===== config.mk =====
export PLATFORM = sky130hd
export DESIGN_NAME = cmfr_match
export DESIGN_NICKNAME = d
export VERILOG_FILES = /design/src/hw/rtl/cmfr_pkg.sv /design/src/hw/rtl/cmfr_match.sv
export SDC_FILE = /design/constraint.sdc
export NUM_CORES = 1
export LEC_CHECK = 0
export BUFFER_PORTS_ARGS = -buffer_cell sky130_fd_sc_hd__buf_2
export CORE_AREA = 2 2 144 146
export DETAILED_ROUTE_END_ITERATION = 12
export DIE_AREA = 0 0 146 148
export SYNTH_ARGS = -nofsm -noshare
export SYNTH_HDL_FRONTEND = slang
export SYNTH_SLANG_ARGS = --single-unit

===== constraint.sdc =====
create_clock -name vclk -period 12.05
set_input_delay 1.205 -clock vclk [all_inputs]
set_output_delay 1.205 -clock vclk [all_outputs]
set_load 0.005 [all_outputs]

===== src/hw/rtl/cmfr_pkg.sv =====
// Package for the CAN multi-frame reassembler: field widths, register indexes,
// default parameter values and the match record passed from the topic matcher.
// No dependencies.
`timescale 1ns / 1ps

package cmfr_pkg;

    // Defaults for the top-level parameters.
    localparam int TOPICS_DEF        = 4;
    localparam int MAX_FRAMES_DEF    = 16;
    localparam int MAX_MSG_BYTES_DEF = 128;

    // Bytes carried by one CAN frame and by one message word.
    localparam int WORD_BYTES = 8;

    // Frame and result field widths.
    localparam int CAN_ID_W    = 11;
    localparam int DLC_W       = 4;
    localparam int DATA_W      = 64;
    localparam int TICK_W      = 32;
    localparam int OUT_TOPIC_W = 2;
    localparam int OUT_WORD_W  = 4;

    // Configuration port.
    localparam int CFG_IDX_W  = 3;
    localparam int CFG_DATA_W = 20;
    localparam int SETUP_W    = 20;
    localparam int GAP_W      = 16;
    localparam int SETUP_REGS = 4;

    localparam logic [CFG_IDX_W-1:0] REG_TOPIC_SETUP0 = 3'd0;
    localparam logic [CFG_IDX_W-1:0] REG_GAP_TIMEOUT  = 3'd4;

    localparam logic [GAP_W-1:0] GAP_RESET = 16'd100;

    // Widths of the match record, sized for the largest parameter values.
    localparam int TOPIC_SEL_W = 3;
    localparam int FRAME_SEL_W = 4;
    localparam int FRAME_CNT_W = 5;
    localparam int MSG_BYTES_W = 8;
    localparam int CHUNK_W     = 4;

    typedef struct packed {
        logic                   hit;
        logic [TOPIC_SEL_W-1:0] topic;
        logic [FRAME_SEL_W-1:0] frame;
        logic [MSG_BYTES_W-1:0] msg_bytes;
        logic [FRAME_CNT_W-1:0] frames;
        logic [CHUNK_W-1:0]     chunk;
    } t_match;

endpackage


===== src/hw/rtl/cmfr_match.sv =====
// Topic matcher: finds the first enabled topic whose identifier run holds the
// frame and works out the frame's offset and the number of bytes to store.
// Depends on cmfr_pkg.
`timescale 1ns / 1ps

module cmfr_match import cmfr_pkg::*; #(
    parameter int TOPICS        = TOPICS_DEF,
    parameter int MAX_FRAMES    = MAX_FRAMES_DEF,
    parameter int MAX_MSG_BYTES = MAX_MSG_BYTES_DEF
) (
    input  logic [SETUP_W-1:0]  i_setup [TOPICS],
    input  logic [CAN_ID_W-1:0] i_can_id,
    input  logic [DLC_W-1:0]    i_byte_count,
    output t_match              o_match
);

    logic [TOPICS-1:0] hit;
    logic [FRAME_SEL_W-1:0] fi    [TOPICS];
    logic [MSG_BYTES_W-1:0] bytes [TOPICS];
    logic [FRAME_CNT_W-1:0] nf    [TOPICS];
    logic [CHUNK_W-1:0]     chunk [TOPICS];
    logic [DLC_W-1:0]       dlc_clip;

    // A length code above eight still carries only eight bytes.
    assign dlc_clip = (i_byte_count > DLC_W'(WORD_BYTES)) ? DLC_W'(WORD_BYTES) : i_byte_count;

    for (genvar t = 0; t < TOPICS; t++) begin : g_topic
        logic [MSG_BYTES_W-1:0] raw_bytes;
        logic [MSG_BYTES_W:0]   nf_raw;
        logic [CAN_ID_W-1:0]    base;
        logic [CAN_ID_W:0]      run_end;
        logic [CAN_ID_W:0]      rel;
        logic [MSG_BYTES_W-1:0] rem;
        logic [CHUNK_W-1:0]     room;

        assign raw_bytes = i_setup[t][18:11];
        assign bytes[t]  = (raw_bytes > MSG_BYTES_W'(MAX_MSG_BYTES)) ?
                           MSG_BYTES_W'(MAX_MSG_BYTES) : raw_bytes;
        assign nf_raw    = ({1'b0, bytes[t]} + 9'd7) >> 3;
        assign nf[t]     = (nf_raw > 9'(MAX_FRAMES)) ? FRAME_CNT_W'(MAX_FRAMES) :
                           nf_raw[FRAME_CNT_W-1:0];
        assign base      = i_setup[t][10:0];
        assign run_end   = {1'b0, base} + 12'(nf[t]);
        assign rel       = {1'b0, i_can_id} - {1'b0, base};
        assign hit[t]    = i_setup[t][19] && (i_can_id >= base) && ({1'b0, i_can_id} < run_end);
        assign fi[t]     = rel[FRAME_SEL_W-1:0];
        // Bytes left in the message from this frame's offset on.
        assign rem       = bytes[t] - {1'b0, fi[t], 3'b000};
        assign room      = (rem >= MSG_BYTES_W'(WORD_BYTES)) ? CHUNK_W'(WORD_BYTES) :
                           rem[CHUNK_W-1:0];
        assign chunk[t]  = (dlc_clip < room) ? dlc_clip : room;
    end

    // Lower topic indexes take priority, so the scan runs downwards.
    always_comb begin
        o_match = '0;
        for (int t = TOPICS - 1; t >= 0; t--) begin
            if (hit[t]) begin
                o_match.hit       = 1'b1;
                o_match.topic     = TOPIC_SEL_W'(t);
                o_match.frame     = fi[t];
                o_match.msg_bytes = bytes[t];
                o_match.frames    = nf[t];
                o_match.chunk     = chunk[t];
            end
        end
    end

endmodule


-- Word level (Yosys, flattened, before mapping)
Cells that the tools add are included.
W data, S select, Z words.
- divide/modulo/power cells: 0
- $add $sub $neg: 16
- order comparisons: 25
- $mul: 0
- bitwise logic cells: 0
- eq/ne operators: 0
- mux-type cells: 21
- shifts and indexed selects: 0
- reduce and logical (&&, ||, !) cells: 8
- operators with widths (cell ; count):
    $mux W25 ; 4
    $add A11 B5 Y12 ; 4
    $lt A11 B12 Y1 ; 4
    $ge A11 B11 Y1 ; 4
    $add A8 B3 Y9 const B ; 4
    $mux W4 ; 9
    $ge A8 B4 Y1 const B ; 4
    $gt A8 B8 Y1 const B ; 4
    $mux W8 ; 4
    $sub A8 B7 Y8 ; 4
    $gt A6 B5 Y1 const B ; 4
    $mux W5 ; 4
    $lt A4 B4 Y1 ; 4
    $sub A4 B4 Y4 ; 4
    $logic_and A1 B1 Y1 ; 8
    $gt A4 B4 Y1 const B ; 1
- input port bits: 95
- bits in read-only memories: 0
- memory bits (writable): 0
- latch bits: 0
- memories: 0
- register bits: 0
- output and inout port bits: 25

-- Logic depth before layout (Yosys ltp)
- word-level depth: 12
- depth in mapped cells: 23
- mapped depth without buffers: 21

-- Worst setup path before layout
No wires, ideal clock.
- kind: input -> output
- from: input i_setup[11] (netlist bit)
- to: output o_match[18] (netlist bit)
- buffers on the path: 2
- path slack: 5.664 ns
- stages: 19
- arrival time: 5.181 ns
- path through: or4_1 and3b_1 ha_1 fa_1 a21o_1 a21oi_1 nor2b_1 o21ai_0 xnor2_1 ha_1 a21o_1 a2111oi_2 o221ai_1 o311ai_1 and3_1 buf_4 buf_8 nand3_2 a222oi_1
- RTL lines (element ; RTL line ; source):
    start, declared ; cmfr_match.sv:11 ; input logic [SETUP_W-1:0] i_setup [TOPICS],
    end, declared ; cmfr_match.sv:14 ; output t_match o_match

==> summary.txt <==
Status - finished clean
IO Pins - 120
Combinational share of power - 1.000
Layout cells sized above 1 - 0.162
Critical path origin - i_setup[71]
DRC violations left - 0
Worst-margin pin slew - 865 ps
Synth top cells by count - ha_1 (133), inv_1 (87), nor2_1 (62)
CP Capture Type - primary output
Met2 wire length - 8980 um
Top cells by area, synth - ha_1 (28%), inv_1 (5.5%), xnor2_1 (5.5%), a21oi_1 (5.2%), fa_1 (4.1%)
Multi-input logic area - 5470 um^2
Distinct cell type count after synthesis - 74
Final WL - 19400 um
Finish-stage setup viols - 0
Routed vias - 6329
Row Count - 52
Unrepaired setup endpoints after global routing - false
Port Buf Inserts - 119
Crit path largest cell delay - 710 ps
Die area - 21600 um^2
Peak Freq - 0.135 GHz
Grt total ovfl - 0
Slew headroom - 0.424
DRT iter0 DRCs - 392
Largest net degree at the start of global routing - 21
Reg power frac - 0
Post-CTS Hold Buffers - 0
Post-CTS setup buffer count - 0
Post-Syn Area - 5910 um^2
Buf+Inv Stages, Crit Path - 3
Non-filler instance count after layout - 1185
First-pass GRT wire length - 30900 um
Kind of critical path - input pin to primary output
Cell leakage power - 3.26 nW
# clk buffers - 0
Pwr Density - 54.4 nW/um^2
Sw power - 0.000211 W
Starting Density - 0.295
Peak VDD IR - 14.0 uV
Metal3 WL - 1090 um
WL per Instance - 16.4 um
Worst setup SP type - input pin
Final Wtd Congestion - 0.912
Area of the core - 20000 um^2
Slowest CP cell - o21ai_2
Via density - 5.34
# fillers - 2246
Cell breakdown of the critical path - buf_2 > nor3_1 > nor2b_1 > nor3_1 > ha_1 > inv_1 > fa_1 > nor2b_1 > o21ai_0 > a21oi_1 > o21ai_0 > nor3_1 > xnor2_1 > ha_1 > nor3_1 > nor2_1 > o21ai_0 > a211oi_2 > o21ai_2 > a21oi_1 > a222oi_1 > buf_2
Sequential cell count - 0
Area share of the largest cell type after synthesis - 0.282
Seq/Total Area, Yosys - 0
Initial antenna violation count - 2
Top-count cell post-synth - ha_1
Switching share of power - 0.577
Internal Power - 0.000155 W
CP required - 10850 ps
M1 WL - 9140 um
Area leader, netlist - ha_1
Dpl cells - 1183
HP Start - i_setup[72]
Setup TNS - 0 ps
Syn_nets - 1050
Detailed Routing Iterations Pass 1 - 5
Max layer used - met4
ANT nets after route - 0
Crit path DAT - 6180 ps
Total GRT Usage - 0.173
Part of the power in the clock network - 0
Final Cycle Share - 0.613
Final Hold Vio Count - 0
Die Y-Extent - 148 um
Yosys warns - 0
MaxCap Viol Count - 0
Die X-Extent - 146 um
FF/Latch Area - 0 um^2
Vias in the first global route - 6145
Tmin final - 7390 ps
CTS resizes - 0
Hold crit path type - input pin to primary output
CP Max Fanout - 20
Hpwl dp - 17100 um
Post-synthesis instance total - 810
Synth-to-Final Area Change - 14.2%
Delay-heaviest family, CP - compound AO/OA/AOI/OAI gates
Slew Limit Fails - 0
Final nets - 1155
Avg Inst Size Synth - 7.29 um^2
Crit path top cell by count - nor3_1
[power by group through the flow]
stage                     logic (W)  clock network [W]  registers, W
after CTS                  0.000365                  0             0
after floorplan            0.000256                  0             0
after global placement     0.000359                  0             0
final                      0.000367    0.0000000000222             0
after global routing       0.000412                  0             0
after detailed placement   0.000363                  0             0
[layout make-up]
type | instances | share of cell area
Antenna cell | 2 | 0.000742
Multi-Input combinational cell | 705 | 0.810
Tap cell | 270 | 0.0501
Timing Repair Buffer | 121 | 0.0905
Inverter | 87 | 0.0484
[per-layer routing]
metal,track usage,up-vias
met5,0,-
met3,0.0191,12
met1,0.235,2926
li1,-,3213
met2,0.307,178
met4,0.0165,0
[cells by family (layout without fill, tap and decap cells)]
logic type | Yosys count | after routing | share of synthesized area
simple gates | 260 | 260 | 0.232
compound gates | 237 | 237 | 0.276
fa+ha+maj | 145 | 145 | 0.322
buf+inv | 105 | 208 | 0.0758
xor+xnor | 57 | 57 | 0.0845
mux | 5 | 5 | 0.00889
other cells | 1 | 3 | 0.000635
[layout by cell type, fill, tap and decap left out, types with 7 or more instances in the layout]
| master | synthesis | routed |
|---|---|---|
| o22ai_1 | 13 | 13 |
| nor2b_1 | 27 | 27 |
| and3_1 | 7 | 7 |
| nand2_1 | 45 | 45 |
| xor2_1 | 20 | 20 |
| a211oi_1 | 13 | 12 |
| xnor2_1 | 37 | 37 |
| fa_1 | 12 | 12 |
| ha_1 | 133 | 133 |
| o21a_1 | 8 | 8 |
| o21ai_0 | 39 | 39 |
| a21oi_1 | 61 | 61 |
| nor2_1 | 62 | 62 |
| a211o_1 | 8 | 8 |
| nand2b_1 | 20 | 20 |
| nor3_1 | 19 | 19 |
| a21o_1 | 17 | 17 |
| nand4_1 | 13 | 13 |
| nand3_1 | 29 | 29 |
| o211ai_1 | 10 | 10 |
| inv_1 | 87 | 87 |
| buf_2 | 4 | 119 |
[through the flow]
stage | hold WS [ps] | worst slack, ps | cell area (um^2) | utilization | power (W)
6_report | 2900 | 4660 | 6750 | 0.337 | 0.000367
5_1_grt | 2940 | 4240 | 6740 | 0.336 | 0.000412
4_1_cts | 2890 | 4730 | 6740 | 0.336 | 0.000365
3_5_place_dp | 2890 | 4740 | 6740 | 0.336 | 0.000363
3_3_place_gp | 2910 | 4780 | 6740 | 0.336 | 0.000359
2_1_floorplan | 2590 | 5660 | 5910 | - | 0.000256
[path summary, 6_finish.rpt]
path,to,slack [ps],depth (start not counted)
worst max-delay path,o_match[5],4660,22
worst min-delay path,o_match[10],2900,5
Power figures use the tool's default switching activity.
